--- config.mk ---
export PLATFORM = sky130hd
export DESIGN_NAME = ignition_advance_calculator_flat
export DESIGN_NICKNAME = d
export VERILOG_FILES = /design/src/hdl/iac_pkg.sv /design/src/hdl/iac_if.sv /design/src/hdl/iac_cfg_if.sv /design/src/hdl/ignition_advance_calculator.sv /design/src/hdl/iac_ram.sv /design/src/hdl/iac_ctrl.sv /design/src/hdl/iac_dp.sv /design/src/flat_wrapper.sv
export SDC_FILE = /design/constraint.sdc
export NUM_CORES = 1
export LEC_CHECK = 0
export ABC_AREA = 1
export BUFFER_PORTS_ARGS = -buffer_cell sky130_fd_sc_hd__buf_2
export CORE_ASPECT_RATIO = 1.75
export CORE_MARGIN = 10
export CORE_UTILIZATION = 50
export DETAILED_ROUTE_END_ITERATION = 16
export PLACE_DENSITY = 0.65
export RECOVER_POWER = 25
export SLEW_MARGIN = 20
export SYNTH_ARGS = -nofsm -noshare
export SYNTH_HDL_FRONTEND = slang
export SYNTH_HIERARCHICAL = 1
export SYNTH_SLANG_ARGS = --single-unit
--- constraint.sdc ---
create_clock -name clk_i -period 24.6 [get_ports clk_i]
set_input_delay 4.92 -clock clk_i [delete_from_list [all_inputs] [get_ports clk_i]]
set_output_delay 4.92 -clock clk_i [all_outputs]
set_load 0.005 [all_outputs]
--- src/hdl/iac_pkg.sv ---
// package with types, constants and helpers for the ignition advance calculator
package iac_pkg;

  localparam int unsigned CurvePointsDefault = 16;
  localparam int unsigned CfgIdxW = 3;
  localparam int unsigned CfgDataW = 49;

  typedef enum logic [CfgIdxW-1:0] {
    REG_START    = 3'd0,
    REG_IDLE     = 3'd1,
    REG_TSS      = 3'd2,
    REG_RUMBLE   = 3'd3,
    REG_BACKFIRE = 3'd4,
    REG_BF_TIMES = 3'd5,
    REG_LIMIT    = 3'd6
  } reg_idx_e;

  typedef enum logic [0:0] {
    OP_LOAD    = 1'b0,
    OP_COMPUTE = 1'b1
  } opcode_e;

  typedef enum logic [1:0] {
    TSS_AUTO = 2'd0,
    TSS_ON   = 2'd1,
    TSS_OFF  = 2'd2,
    TSS_RSVD = 2'd3
  } tss_mode_e;

  typedef enum logic [1:0] {
    LIM_NORMAL = 2'd0,
    LIM_SOFT   = 2'd1,
    LIM_HARD   = 2'd2
  } lim_e;

  typedef enum logic [2:0] {
    ST_IDLE,
    ST_READ,
    ST_SCAN,
    ST_MUL,
    ST_DIV,
    ST_MOD,
    ST_OUT
  } state_e;

  typedef struct packed {
    logic        opcode;
    logic [3:0]  point_index;
    logic [15:0] point_rpm;
    logic signed [15:0] point_timing;
    logic [15:0] rpm;
    logic [31:0] now_ms;
    logic        tss_pin;
  } in_item_t;

  typedef struct packed {
    logic signed [15:0] final_timing;
    logic signed [15:0] base_timing;
    logic        starting;
    logic        idle_active;
    logic        tss_active;
    logic        rumble_active;
    logic        backfire_active;
    logic [1:0]  limiter_state;
  } out_item_t;

  typedef struct packed {
    logic [31:0] start_cfg;
    logic [48:0] idle_cfg;
    logic [17:0] tss_cfg;
    logic [48:0] rumble_cfg;
    logic [48:0] backfire_cfg;
    logic [31:0] backfire_times;
    logic [31:0] limit_cfg;
  } cfg_t;

  // controller to datapath
  typedef struct packed {
    logic capture;
    logic write_pt;
    logic scan_start;
    logic scan_step;
    logic div_start;
    logic div_step;
    logic modify;
  } dp_cmd_t;

  // datapath to controller
  typedef struct packed {
    logic is_compute;
    logic scan_done;
    logic need_div;
    logic div_done;
  } dp_sts_t;

  function automatic logic signed [15:0] sat16(input logic signed [17:0] v);
    if (v > 18'sd32767) return 16'sh7fff;
    if (v < -18'sd32768) return -16'sh8000;
    return v[15:0];
  endfunction

endpackage

--- src/hdl/iac_if.sv ---
// valid ready channel carrying one payload item
interface iac_if #(
  parameter type payload_t = logic
);
  logic     valid;
  logic     ready;
  payload_t data;

  modport source (output valid, output data, input ready);
  modport sink (input valid, input data, output ready);
endinterface

--- src/hdl/iac_cfg_if.sv ---
// configuration write channel
interface iac_cfg_if;
  logic                        valid;
  logic                        ready;
  logic [iac_pkg::CfgIdxW-1:0]  index;
  logic [iac_pkg::CfgDataW-1:0] data;

  modport source (output valid, output index, output data, input ready);
  modport sink (input valid, input index, input data, output ready);
endinterface

--- src/hdl/ignition_advance_calculator.sv ---
// top level of the ignition advance calculator
// sequencing: a load item is captured, then written in the read state; a compute item
// scans the curve, runs the 33 step serial divider to interpolate, then the modifiers
// throughput: one item at a time, set by the curve scan over the single read port
// and the bit serial divider; a result is held until the output is ready
// reset: asynchronous active low; config registers take reset values, backfire state
// clears, curve points are undefined until loaded
module ignition_advance_calculator #(
  parameter int unsigned CURVE_POINTS = iac_pkg::CurvePointsDefault
) (
  input logic clk_i,
  input logic rst_ni,
  iac_if.sink     in_if,
  iac_if.source   out_if,
  iac_cfg_if.sink cfg_if
);
  iac_pkg::cfg_t    cfg_q;
  iac_pkg::dp_cmd_t cmd;
  iac_pkg::dp_sts_t sts;
  iac_pkg::out_item_t res;

  assign cfg_if.ready = 1'b1;

  always_ff @(posedge clk_i or negedge rst_ni) begin
    if (!rst_ni) begin
      cfg_q.start_cfg <= '0;
      cfg_q.idle_cfg <= '0;
      cfg_q.tss_cfg <= 18'd2;
      cfg_q.rumble_cfg <= '0;
      cfg_q.backfire_cfg <= '0;
      cfg_q.backfire_times <= '0;
      cfg_q.limit_cfg <= '1;
    end else if (cfg_if.valid) begin
      unique case (cfg_if.index)
        iac_pkg::REG_START:    cfg_q.start_cfg <= cfg_if.data[31:0];
        iac_pkg::REG_IDLE:     cfg_q.idle_cfg <= cfg_if.data;
        iac_pkg::REG_TSS:      cfg_q.tss_cfg <= cfg_if.data[17:0];
        iac_pkg::REG_RUMBLE:   cfg_q.rumble_cfg <= cfg_if.data;
        iac_pkg::REG_BACKFIRE: cfg_q.backfire_cfg <= cfg_if.data;
        iac_pkg::REG_BF_TIMES: cfg_q.backfire_times <= cfg_if.data[31:0];
        iac_pkg::REG_LIMIT:    cfg_q.limit_cfg <= cfg_if.data[31:0];
        default: ;
      endcase
    end
  end

  iac_ctrl u_ctrl (
    .clk_i       (clk_i),
    .rst_ni      (rst_ni),
    .in_valid_i  (in_if.valid),
    .in_ready_o  (in_if.ready),
    .out_valid_o (out_if.valid),
    .out_ready_i (out_if.ready),
    .sts_i       (sts),
    .cmd_o       (cmd)
  );

  iac_dp #(.CurvePoints(CURVE_POINTS)) u_dp (
    .clk_i  (clk_i),
    .rst_ni (rst_ni),
    .item_i (in_if.data),
    .cfg_i  (cfg_q),
    .cmd_i  (cmd),
    .sts_o  (sts),
    .res_o  (res)
  );

  assign out_if.data = res;
endmodule

--- src/hdl/iac_ram.sv ---
// generic ram with one write port and one registered read port
module iac_ram #(
  parameter int unsigned Width = 32,
  parameter int unsigned Depth = 16
) (
  input  logic                     clk_i,
  input  logic                     we_i,
  input  logic [$clog2(Depth)-1:0] waddr_i,
  input  logic [Width-1:0]         wdata_i,
  input  logic [$clog2(Depth)-1:0] raddr_i,
  output logic [Width-1:0]         rdata_o
);
  logic [Width-1:0] mem_q [Depth];
  logic [Width-1:0] rdata_q;

  always_ff @(posedge clk_i) begin
    if (we_i) begin
      mem_q[waddr_i] <= wdata_i;
    end
    rdata_q <= mem_q[raddr_i];
  end

  assign rdata_o = rdata_q;
endmodule

--- src/hdl/iac_ctrl.sv ---
// controller state machine sequencing load and compute items
module iac_ctrl (
  input  logic              clk_i,
  input  logic              rst_ni,
  input  logic              in_valid_i,
  output logic              in_ready_o,
  output logic              out_valid_o,
  input  logic              out_ready_i,
  input  iac_pkg::dp_sts_t  sts_i,
  output iac_pkg::dp_cmd_t  cmd_o
);
  iac_pkg::state_e state_q, state_d;

  always_ff @(posedge clk_i or negedge rst_ni) begin
    if (!rst_ni) begin
      state_q <= iac_pkg::ST_IDLE;
    end else begin
      state_q <= state_d;
    end
  end

  always_comb begin
    state_d = state_q;
    unique case (state_q)
      iac_pkg::ST_IDLE: if (in_valid_i) state_d = iac_pkg::ST_READ;
      iac_pkg::ST_READ: begin
        if (sts_i.is_compute) state_d = iac_pkg::ST_SCAN;
        else state_d = iac_pkg::ST_IDLE;
      end
      iac_pkg::ST_SCAN: begin
        if (sts_i.scan_done) begin
          state_d = sts_i.need_div ? iac_pkg::ST_MUL : iac_pkg::ST_MOD;
        end
      end
      iac_pkg::ST_MUL: state_d = iac_pkg::ST_DIV;
      iac_pkg::ST_DIV: if (sts_i.div_done) state_d = iac_pkg::ST_MOD;
      iac_pkg::ST_MOD: state_d = iac_pkg::ST_OUT;
      iac_pkg::ST_OUT: if (out_ready_i) state_d = iac_pkg::ST_IDLE;
      default: state_d = iac_pkg::ST_IDLE;
    endcase
  end

  always_comb begin
    cmd_o       = '0;
    in_ready_o  = 1'b0;
    out_valid_o = 1'b0;
    unique case (state_q)
      iac_pkg::ST_IDLE: begin
        in_ready_o  = 1'b1;
        cmd_o.capture = in_valid_i;
      end
      iac_pkg::ST_READ: begin
        cmd_o.write_pt   = !sts_i.is_compute;
        cmd_o.scan_start = sts_i.is_compute;
      end
      iac_pkg::ST_SCAN: cmd_o.scan_step = 1'b1;
      iac_pkg::ST_MUL:  cmd_o.div_start = 1'b1;
      iac_pkg::ST_DIV:  cmd_o.div_step = 1'b1;
      iac_pkg::ST_MOD:  cmd_o.modify = 1'b1;
      iac_pkg::ST_OUT:  out_valid_o = 1'b1;
      default: ;
    endcase
  end

`ifndef ASSERT_OFF
  a_no_accept_busy: assert property (@(posedge clk_i) disable iff (!rst_ni)
    (state_q != iac_pkg::ST_IDLE) |-> !in_ready_o)
    else $error("input taken while busy");
  a_out_after_mod: assert property (@(posedge clk_i) disable iff (!rst_ni)
    $rose(out_valid_o) |-> $past(state_q) == iac_pkg::ST_MOD)
    else $error("result without modifier step");
  a_out_hold: assert property (@(posedge clk_i) disable iff (!rst_ni)
    (out_valid_o && !out_ready_i) |=> out_valid_o)
    else $error("result dropped");
`endif
endmodule

--- src/hdl/iac_dp.sv ---
// datapath: curve memory, segment scan, serial divider and timing modifiers
module iac_dp #(
  parameter int unsigned CurvePoints = iac_pkg::CurvePointsDefault
) (
  input  logic               clk_i,
  input  logic               rst_ni,
  input  iac_pkg::in_item_t  item_i,
  input  iac_pkg::cfg_t      cfg_i,
  input  iac_pkg::dp_cmd_t   cmd_i,
  output iac_pkg::dp_sts_t   sts_o,
  output iac_pkg::out_item_t res_o
);
  localparam int unsigned AddrW = $clog2(CurvePoints);
  localparam int unsigned CntW = $clog2(CurvePoints + 2);
  localparam logic [CntW-1:0] LastIdx = CntW'(CurvePoints - 1);

  iac_pkg::in_item_t item_q;
  logic [CntW-1:0]   cnt_q, cnt_d;
  logic [31:0]       prev_q, rdata;
  logic              found_q, need_div_q, done_q;
  logic signed [15:0] base_q;
  logic [15:0]       dr_q, t1_q;
  logic signed [16:0] dt_q;
  logic [32:0]       rem_q, quo_q;
  logic              neg_q;
  logic [5:0]        dcnt_q;
  logic [15:0]       seg_r1_q;
  iac_pkg::out_item_t res_q;
  logic              pulse_on_q;
  logic [31:0]       pulse_start_q, last_end_q;
  logic [AddrW-1:0]  raddr;
  logic              we;

  assign we = cmd_i.write_pt && (32'(item_q.point_index) < CurvePoints);
  assign raddr = (cmd_i.capture || cmd_i.scan_start) ? '0 : cnt_q[AddrW-1:0];

  iac_ram #(.Width(32), .Depth(CurvePoints)) u_ram (
    .clk_i   (clk_i),
    .we_i    (we),
    .waddr_i (AddrW'(item_q.point_index)),
    .wdata_i ({item_q.point_timing, item_q.point_rpm}),
    .raddr_i (raddr),
    .rdata_o (rdata)
  );

  always_ff @(posedge clk_i) begin
    if (cmd_i.capture) item_q <= item_i;
  end

  // scan: cnt_q is the address being read, rdata holds point cnt_q-1
  logic [15:0] rpm;
  logic [15:0] r_cur, r_prv;
  logic signed [15:0] t_cur, t_prv;
  assign rpm   = item_q.rpm;
  assign r_cur = rdata[15:0];
  assign t_cur = rdata[31:16];
  assign r_prv = prev_q[15:0];
  assign t_prv = prev_q[31:16];

  logic [CntW-1:0] rd_idx;
  assign rd_idx = cnt_q - CntW'(1);

  always_ff @(posedge clk_i or negedge rst_ni) begin
    if (!rst_ni) begin
      cnt_q <= '0;
      done_q <= 1'b0;
      found_q <= 1'b0;
      need_div_q <= 1'b0;
    end else begin
      if (cmd_i.scan_start) begin
        cnt_q <= CntW'(1);
        done_q <= 1'b0;
        found_q <= 1'b0;
        need_div_q <= 1'b0;
      end else if (cmd_i.scan_step && !done_q) begin
        cnt_q <= cnt_d;
        if (rd_idx == '0) begin
          if (rpm <= r_cur) begin
            found_q <= 1'b1;
            done_q <= 1'b1;
          end
        end else if (!found_q && rpm >= r_prv && rpm <= r_cur) begin
          found_q <= 1'b1;
          need_div_q <= (r_prv != r_cur);
        end
        if (rd_idx == LastIdx) begin
          done_q <= 1'b1;
          if (rpm >= r_cur) need_div_q <= 1'b0;
        end
      end
    end
  end
  assign cnt_d = cnt_q + CntW'(1);

  always_ff @(posedge clk_i) begin
    if (cmd_i.scan_step && !done_q) begin
      prev_q <= rdata;
      if (rd_idx == '0) begin
        if (rpm <= r_cur) base_q <= t_cur;
      end else if (!found_q && rpm >= r_prv && rpm <= r_cur) begin
        base_q <= t_prv;
        dr_q <= r_cur - r_prv;
        t1_q <= t_prv;
        dt_q <= 17'(t_cur) - 17'(t_prv);
        seg_r1_q <= r_prv;
      end
      if (rd_idx == LastIdx) begin
        if (rpm >= r_cur || (!found_q && !(rpm >= r_prv && rpm <= r_cur)))
          base_q <= t_cur;
      end
    end
  end

  // multiply then restoring divide of magnitude, sign applied after
  logic [32:0] prod_abs;
  logic [33:0] trial;
  logic signed [33:0] prod;
  assign prod = $signed({1'b0, 16'(rpm - seg_r1_q)}) * $signed(dt_q);
  assign prod_abs = prod[33] ? 33'(-prod) : 33'(prod);
  assign trial = {rem_q, quo_q[32]} - {18'd0, dr_q};

  always_ff @(posedge clk_i or negedge rst_ni) begin
    if (!rst_ni) begin
      dcnt_q <= '0;
    end else if (cmd_i.div_start) begin
      dcnt_q <= 6'd33;
    end else if (cmd_i.div_step && dcnt_q != '0) begin
      dcnt_q <= dcnt_q - 6'd1;
    end
  end

  always_ff @(posedge clk_i) begin
    if (cmd_i.div_start) begin
      rem_q <= '0;
      quo_q <= prod_abs;
      neg_q <= prod[33];
    end else if (cmd_i.div_step && dcnt_q != '0) begin
      if (!trial[33]) begin
        rem_q <= trial[32:0];
        quo_q <= {quo_q[31:0], 1'b1};
      end else begin
        rem_q <= {rem_q[31:0], quo_q[32]};
        quo_q <= {quo_q[31:0], 1'b0};
      end
    end
  end

  logic signed [16:0] q_signed;
  logic signed [15:0] base_fin;
  assign q_signed = neg_q ? -$signed({1'b0, quo_q[15:0]}) : $signed({1'b0, quo_q[15:0]});
  assign base_fin = need_div_q ? 16'($signed(17'($signed(t1_q))) + q_signed) : base_q;

  // modifiers
  logic [15:0] ir, band, lo;
  logic [16:0] hi;
  logic starting, idle, tss, rumble, inwin, bf, pon_d;
  logic [31:0] pstart_d, lend_d;
  logic signed [15:0] t0, t1, t2, t3;
  logic [1:0] mode;

  always_comb begin
    ir = cfg_i.idle_cfg[16:1];
    band = cfg_i.idle_cfg[32:17];
    lo = (ir > band) ? ir - band : 16'd0;
    hi = 17'(ir) + 17'(band);
    starting = (rpm != 16'd0) && (rpm < cfg_i.start_cfg[15:0]);
    idle = cfg_i.idle_cfg[0] && rpm >= lo && 17'(rpm) <= hi;
    t0 = idle ? $signed(cfg_i.idle_cfg[48:33]) : base_fin;
    mode = cfg_i.tss_cfg[1:0];
    tss = (mode == iac_pkg::TSS_AUTO) ? item_q.tss_pin : (mode == iac_pkg::TSS_ON);
    t1 = tss ? iac_pkg::sat16(18'(t0) - 18'(cfg_i.tss_cfg[17:2])) : t0;
    rumble = cfg_i.rumble_cfg[0] && rpm >= cfg_i.rumble_cfg[16:1]
             && rpm <= cfg_i.rumble_cfg[32:17];
    t2 = rumble ? iac_pkg::sat16(18'(t1) - 18'(cfg_i.rumble_cfg[48:33])) : t1;
    inwin = rpm >= cfg_i.backfire_cfg[16:1] && rpm <= cfg_i.backfire_cfg[32:17];
    pon_d = pulse_on_q;
    pstart_d = pulse_start_q;
    lend_d = last_end_q;
    if (!cfg_i.backfire_cfg[0]) begin
      pon_d = 1'b0;
    end else if (pulse_on_q) begin
      if ((item_q.now_ms - pulse_start_q) >= 32'(cfg_i.backfire_times[15:0])) begin
        pon_d = 1'b0;
        lend_d = item_q.now_ms;
      end
    end else if (inwin) begin
      if ((item_q.now_ms - last_end_q) >= 32'(cfg_i.backfire_times[31:16])) begin
        pon_d = 1'b1;
        pstart_d = item_q.now_ms;
      end
    end
    bf = cfg_i.backfire_cfg[0] && pon_d;
    t3 = bf ? iac_pkg::sat16(18'(t2) - 18'(cfg_i.backfire_cfg[48:33])) : t2;
  end

  always_ff @(posedge clk_i or negedge rst_ni) begin
    if (!rst_ni) begin
      pulse_on_q <= 1'b0;
      pulse_start_q <= '0;
      last_end_q <= '0;
    end else if (cmd_i.modify && !starting) begin
      pulse_on_q <= pon_d;
      pulse_start_q <= pstart_d;
      last_end_q <= lend_d;
    end
  end

  always_ff @(posedge clk_i) begin
    if (cmd_i.modify) begin
      res_q.base_timing <= base_fin;
      res_q.starting <= starting;
      res_q.final_timing <= starting ? $signed(cfg_i.start_cfg[31:16]) : t3;
      res_q.idle_active <= !starting && idle;
      res_q.tss_active <= !starting && tss;
      res_q.rumble_active <= !starting && rumble;
      res_q.backfire_active <= !starting && bf;
      if (rpm >= cfg_i.limit_cfg[31:16]) res_q.limiter_state <= iac_pkg::LIM_HARD;
      else if (rpm >= cfg_i.limit_cfg[15:0]) res_q.limiter_state <= iac_pkg::LIM_SOFT;
      else res_q.limiter_state <= iac_pkg::LIM_NORMAL;
    end
  end

  assign res_o = res_q;
  assign sts_o.is_compute = item_q.opcode == iac_pkg::OP_COMPUTE;
  assign sts_o.scan_done = done_q;
  assign sts_o.need_div = need_div_q;
  assign sts_o.div_done = dcnt_q == '0;

`ifndef ASSERT_OFF
  a_div_bounded: assert property (@(posedge clk_i) disable iff (!rst_ni)
    cmd_i.div_start |=> dcnt_q == 6'd33)
    else $error("divider not loaded");
  a_div_nonzero: assert property (@(posedge clk_i) disable iff (!rst_ni)
    cmd_i.div_start |-> dr_q != 16'd0)
    else $error("divide by zero segment");
  a_scan_range: assert property (@(posedge clk_i) disable iff (!rst_ni)
    (cmd_i.scan_step && !done_q) |-> cnt_q <= CntW'(CurvePoints))
    else $error("scan past curve");
`endif
endmodule
--- src/flat_wrapper.sv ---
// flat-port wrapper written by rule: the top's interface ports become plain ports
module ignition_advance_calculator_flat 
#(
  parameter int unsigned CURVE_POINTS = iac_pkg::CurvePointsDefault
)
  (clk_i, rst_ni, in_if_valid, in_if_data, in_if_ready, out_if_valid, out_if_data, out_if_ready, cfg_if_valid, cfg_if_index, cfg_if_data, cfg_if_ready);
  iac_if in_if_i ();
  iac_if out_if_i ();
  iac_cfg_if cfg_if_i ();
  input logic clk_i;
  input logic rst_ni;
  input wire logic [$bits(in_if_i.valid)-1:0] in_if_valid;
  input wire logic [$bits(in_if_i.data)-1:0] in_if_data;
  output wire logic [$bits(in_if_i.ready)-1:0] in_if_ready;
  output wire logic [$bits(out_if_i.valid)-1:0] out_if_valid;
  output wire logic [$bits(out_if_i.data)-1:0] out_if_data;
  input wire logic [$bits(out_if_i.ready)-1:0] out_if_ready;
  input wire logic [$bits(cfg_if_i.valid)-1:0] cfg_if_valid;
  input wire logic [$bits(cfg_if_i.index)-1:0] cfg_if_index;
  input wire logic [$bits(cfg_if_i.data)-1:0] cfg_if_data;
  output wire logic [$bits(cfg_if_i.ready)-1:0] cfg_if_ready;
  assign in_if_i.valid = in_if_valid;
  assign in_if_i.data = in_if_data;
  assign in_if_ready = in_if_i.ready;
  assign out_if_valid = out_if_i.valid;
  assign out_if_data = out_if_i.data;
  assign out_if_i.ready = out_if_ready;
  assign cfg_if_i.valid = cfg_if_valid;
  assign cfg_if_i.index = cfg_if_index;
  assign cfg_if_i.data = cfg_if_data;
  assign cfg_if_ready = cfg_if_i.ready;
  ignition_advance_calculator #(.CURVE_POINTS(CURVE_POINTS)) u_core (.clk_i(clk_i), .rst_ni(rst_ni), .in_if(in_if_i), .out_if(out_if_i), .cfg_if(cfg_if_i));
endmodule
==> Yosys cells after proc, flatten, opt, wreduce, memory -nomap -nowiden <==
Index checks and enable logic that the tools add are counted.
W data, S select, Z words.
{ "totals": {"output_inout_bits": 4, "input_bits": 58, "ff_bits": 82} }
{ "op_classes": {"add_sub_neg": 3, "reduce_logical": 19, "order_cmp": 5, "muxes": 33, "n_eq_ne": 14} }
{ "ops": {"columns": ["op", "count"], "rows": [
  ["$ge A1 B16 Y1 const A", 4],
  ["$mux W1", 22],
  ["$pmux W3 S6", 1],
  ["$le A1 B16 Y1 const A", 1],
  ["$ne A16 B16 Y1", 1],
  ["$mux W3", 5],
  ["$eq A3 B3 Y1 const B", 4],
  ["$mux W6", 2],
  ["$mux W5", 2],
  ["$reduce_bool A3 Y1", 3],
  ["$eq A3 B2 Y1 const B", 2],
  ["$logic_not A6 Y1", 1],
  ["$ne A2 B2 Y1 const B", 3],
  ["$reduce_and A3 Y1", 2],
  ["$reduce_bool A6 Y1", 1],
  ["$sub A6 B1 Y6 const B", 1],
  ["$add A5 B1 Y5 const B", 1],
  ["$eq A5 B4 Y1 const B", 1],
  ["$logic_not A5 Y1", 1],
  ["$sub A5 B1 Y5 const B", 1],
  ["$logic_and A1 B1 Y1", 4],
  ["$reduce_and A4 Y1", 1],
  ["$reduce_bool A2 Y1", 2],
  ["$eq A3 B1 Y1 const B", 1],
  ["6 further kinds", 7]
]} }

==> Logic depth before layout (Yosys ltp) <==
{ "depth": {"ltp_word": 9, "ltp_mapped": 21, "ltp_nobuf": 21} }

==> Cells and area by module <==
Netlist, hierarchy kept.
{ "by_module_without_submodules": {"columns": ["mod", "n_inst", "cells_each", "seq_area_each_um2", "area_each_um2"], "rows": [
  ["iac_dp", 1, 5683, 10805.4, 42975.0],
  ["iac_ram", 1, 2120, 16015.4, 22730.6],
  ["ignition_advance_calculator", 1, 1140, 6572.6, 10136.0],
  ["iac_ctrl", 1, 51, 75.1, 330.3]
]} }

==> Worst setup path after synthesis <==
OpenSTA, ideal clock, no wires.
{ "synth_path": {"path_kind": "register -> register", "from": "register u_core/cfg_q[181] (netlist name)", "to": "register u_core/u_dp/res_o[35] (netlist name)", "t_arrival_ps": 10109, "synth_period_minus_slack_ps": 10362, "setup_slack_ps": 14238, "n_path_buf": 2, "setup_ps": 253, "t_required_ps": 24347, "stages_incl_launch_ff": 83, "path_cell_list": "dfrtp_1 > inv_1 > ha_1 > inv_1 > fa_1 > inv_1 > o21ai_0 > a21oi_1 > o21ai_0 > nand2_1 > nand2_1 > a21oi_1 > nor2_1 > o21ai_0 > nand2_1 > nand3_1 > nand2_1 > inv_1 > [... 47 more ...] > nand2_1 > ha_1 > fa_1 > o31ai_1 > a21oi_1 > o21bai_1 > nand3_1 > o2111ai_1 > nand2_1 > nand2_1 > a21oi_1 > nor2_1 > nor2_4 > nor2_4 > buf_6 > nand2_2 > nand3_1 > nand2_1"} }

==> flow_summary.yaml <==
status:
  status: "completed"
cts:
  cts-resized-gates: 0
  path_clk_slew_ns: 0.06
  clock-root-buffer: "clkbuf_16"
  clock_path_buffers: 3
  postCtsSetupRepairBufs: 0
  cts_tree: "built"
  htreeDepth: 2
  clock_latency_ns: 0.53
  cts.sinks: 375
  cts-buffers-inserted: 34
  postCtsHoldBufs: 0
worst_setup_path:
  path_max_fanout: 65
  path_cells: "buf_2 > inv_1 > nor2_4 > buf_4 > or2_2 > nor2_4 > buf_4 > inv_2 > buf_4 > nand3_1 > nand3_1 > nand3_1 > nand2_1"
  required_ns: 25.01
  r2r_end: "u_core/u_dp/u_ram/rdata_o[15]$_DFF_P_"
  worst-path-stages: 13
  cp-end-kind: "flip-flop"
  crit_path_start_kind: "input pin"
  critPathArrivalTime_ns: 8.20
  crit_buf_inv: 6
  crit_path_max_incr_delay_ns: 0.68
  crit_type: "input pin to flip-flop"
  reg2reg_depth: 14
  r2r-start: "u_core/u_ctrl/state_q[1]$_DFFE_PN0P_"
  slowest_stage: "buf_4"
  crit_family: "buffers and inverters"
  ff2ff_setup_slack_ns: 20.56
timing:
  whs_ns: 0.4670
  fin_tns_setup_ns: 0
  tightestPinTransition_ns: 1.002
  setup_slack_ns: 16.81
  timing.final.crit_share: 0.3166
  finClkSkew_ns: 0.02097
  slew_viol_final: 0
  setup_viol: 0
  slew_headroom: 0.3303
  grt_setup_unrepaired: "false"
  hold_viol_final: 0
  fmax_mhz: 128.4
  fin_crit_ns: 7.788
drt:
  wl_per_cell_um: 16.77
  routed_wl_um: 37910
  vias: 11390
  drc: 0
  postRouteAntennaNets: 0
  vias_per_cell: 5.040
  drt_iter0_drc: 773
  firstDrtPassIters: 5
placement:
  io_buffers: 42
  dp_hpwl_um: 23260
  dp.cells: 2200
  pre_cts_ws_ns: 16.05
  gp_congestion: 0.8311
synth:
  mappedNetlistArea_um2: 17620
  avgSynthCellArea_um2: 10.11
  synthCells: 1744
  yosys_warnings: 6
global_route:
  grtUsageTotal: 0.1767
  antenna_found_initial: 0
  grt_pass1_vias: 11460
  grt.overflow.total: 0
  grt_pass1_wl_um: 59730
  grt_max_degree: 101
cells_and_area:
  drive_above_1_share: 0.1028
  antenna_cells_inserted: 0
  area_growth_pct: 9.109
  fin_cells: 2260
  fin_nets: 1919
die:
  die_w_um: 161.9
  die_h_um: 268.4
  core_um2: 34680
  rows: 90
  fp.dieArea_um2: 43450
  io_pins: 62
  initial_utilization: 0.5081
hold_path:
  hp-class: "flip-flop to flip-flop"
  holdPathEnd: "u_core/cfg_q[4]$_DFFE_PN1P_"
  hold_depth: 2
  hp-start: "u_core/cfg_q[4]$_DFFE_PN1P_"
power_and_ir_drop:
  pwr-share-comb: 0.313
  p_per_area_nw_per_um2: 104.4
  p_seq_frac: 0.420
  power_switching_uw: 710.4
  p_int_mw: 1.297
  clock_power_share: 0.267
  p_leak_nw: 8.595
  power.total_mw: 2.008
  irDropWorstVdd_mv: 0.05983
  switching_share: 0.3538
flow_run:
  drv_cap: 0
==> worst register-to-register path: stages (launching register included) <==
cell     delay (ns)
dfrtp_1        0.48
nor2_2         0.22
nand2_1        0.14
nor2_4         0.09
buf_4          0.57
or2_2          0.32
nor2_4         0.04
buf_4          0.31
inv_4          0.36
buf_6          0.65
nand2_1        0.19
nand3_1        0.11
nand3_1        0.09
nand3_1        0.13
nand2_1        0.17
==> how the worst max path moves through the flow <==
stage,end,start
global route,u_core/u_dp/u_ram/rdata_o[15]$_DFF_P_,in_if_valid
global placement,u_core/u_dp/u_ram/rdata_o[15]$_DFF_P_,in_if_valid
CTS,u_core/u_dp/u_ram/rdata_o[15]$_DFF_P_,in_if_valid
finish,u_core/u_dp/u_ram/rdata_o[2]$_DFF_P_,in_if_valid
floorplan,u_core/u_dp/u_ram/rdata_o[10]$_DFF_P_,in_if_valid
detailed placement,u_core/u_dp/u_ram/rdata_o[15]$_DFF_P_,in_if_valid
==> state kept, by name, indices dropped and copies added, names as in the netlist <==
signal and count:
u_core/u_dp/need_div_q 1, u_core/u_dp/prev_q 16, u_core/cfg_q 32, u_core/u_dp/done_q 1, u_core/u_dp/u_ram/mem_q 256, u_core/u_dp/rpm 16
u_core/u_dp/cnt_q 5, u_core/u_dp/found_q 1, u_core/u_dp/sts_o 1, u_core/u_dp/item_q 20, u_core/u_dp/dcnt_q 6, u_core/u_dp/res_o 1
u_core/u_dp/u_ram/rdata_o 16, u_core/u_ctrl/state_q 3
==> placed cells by master (no fill, tap or decap), drive strengths merged <==
cell type	n
nand2	496
clkbuf	40
xnor2	1
clkinv	14
inv	318
nor3	11
o221ai	1
ha	85
or2	1
edfxtp	310
xor2	3
dfrtp	17
nor2	45
bufinv	4
a2111oi	1
nand3	209
a21boi	4
o211ai	3
a31oi	1
nor4	4
o31ai	2
a21o	2
dfstp	32
o21a	8
clkinvlp	2
dfxtp	16
o22ai	2
conb	38
nand3b	3
o21ai	21
a211oi	3
nand4	7
buf	69
a21oi	27
==> through the flow <==
stage | utilization | area, µm²
CTS | 0.5543 | 19220
finish | 0.5544 | 19230
global route | 0.5544 | 19230
global placement | 0.5218 | 18100
detailed placement | 0.5218 | 18100
floorplan | - | 17760
==> routing by layer <==
| layer | up-vias | share of wire | GRT usage |
|---|---|---|---|
| met2 | 272 | 0.55 | 0.3398 |
| met5 | - | 0 | 0 |
| met4 | 0 | 0.045 | 0.08858 |
| met3 | 91 | 0.043 | 0.02543 |
| li1 | 5593 | - | - |
| met1 | 5434 | 0.36 | 0.1802 |
==> cell type report <==
class | instances | area, µm²
Tap cell | 460 | 575.6
Inverter | 318 | 1196
Timing Repair Buffer | 69 | 416.7
Clock buffer | 40 | 924.6
Multi-Input combinational cell | 978 | 5019
Clock inverter | 20 | 201.4
Fill cell | 2924 | 15450
Sequential cell | 375 | 10900
==> power groups by stage <==
stage                     Combinational [mW]  Clock, mW  Sequential (mW)
final                                  0.628      0.537            0.843
after global routing                   0.719      0.573            0.853
after CTS                              0.635      0.548            0.843
after detailed placement               0.631          0            0.856
after global placement                 0.614          0            0.853
after floorplan                        0.539          0            0.836
No activity file was read; power rests on OpenSTA's default activity.
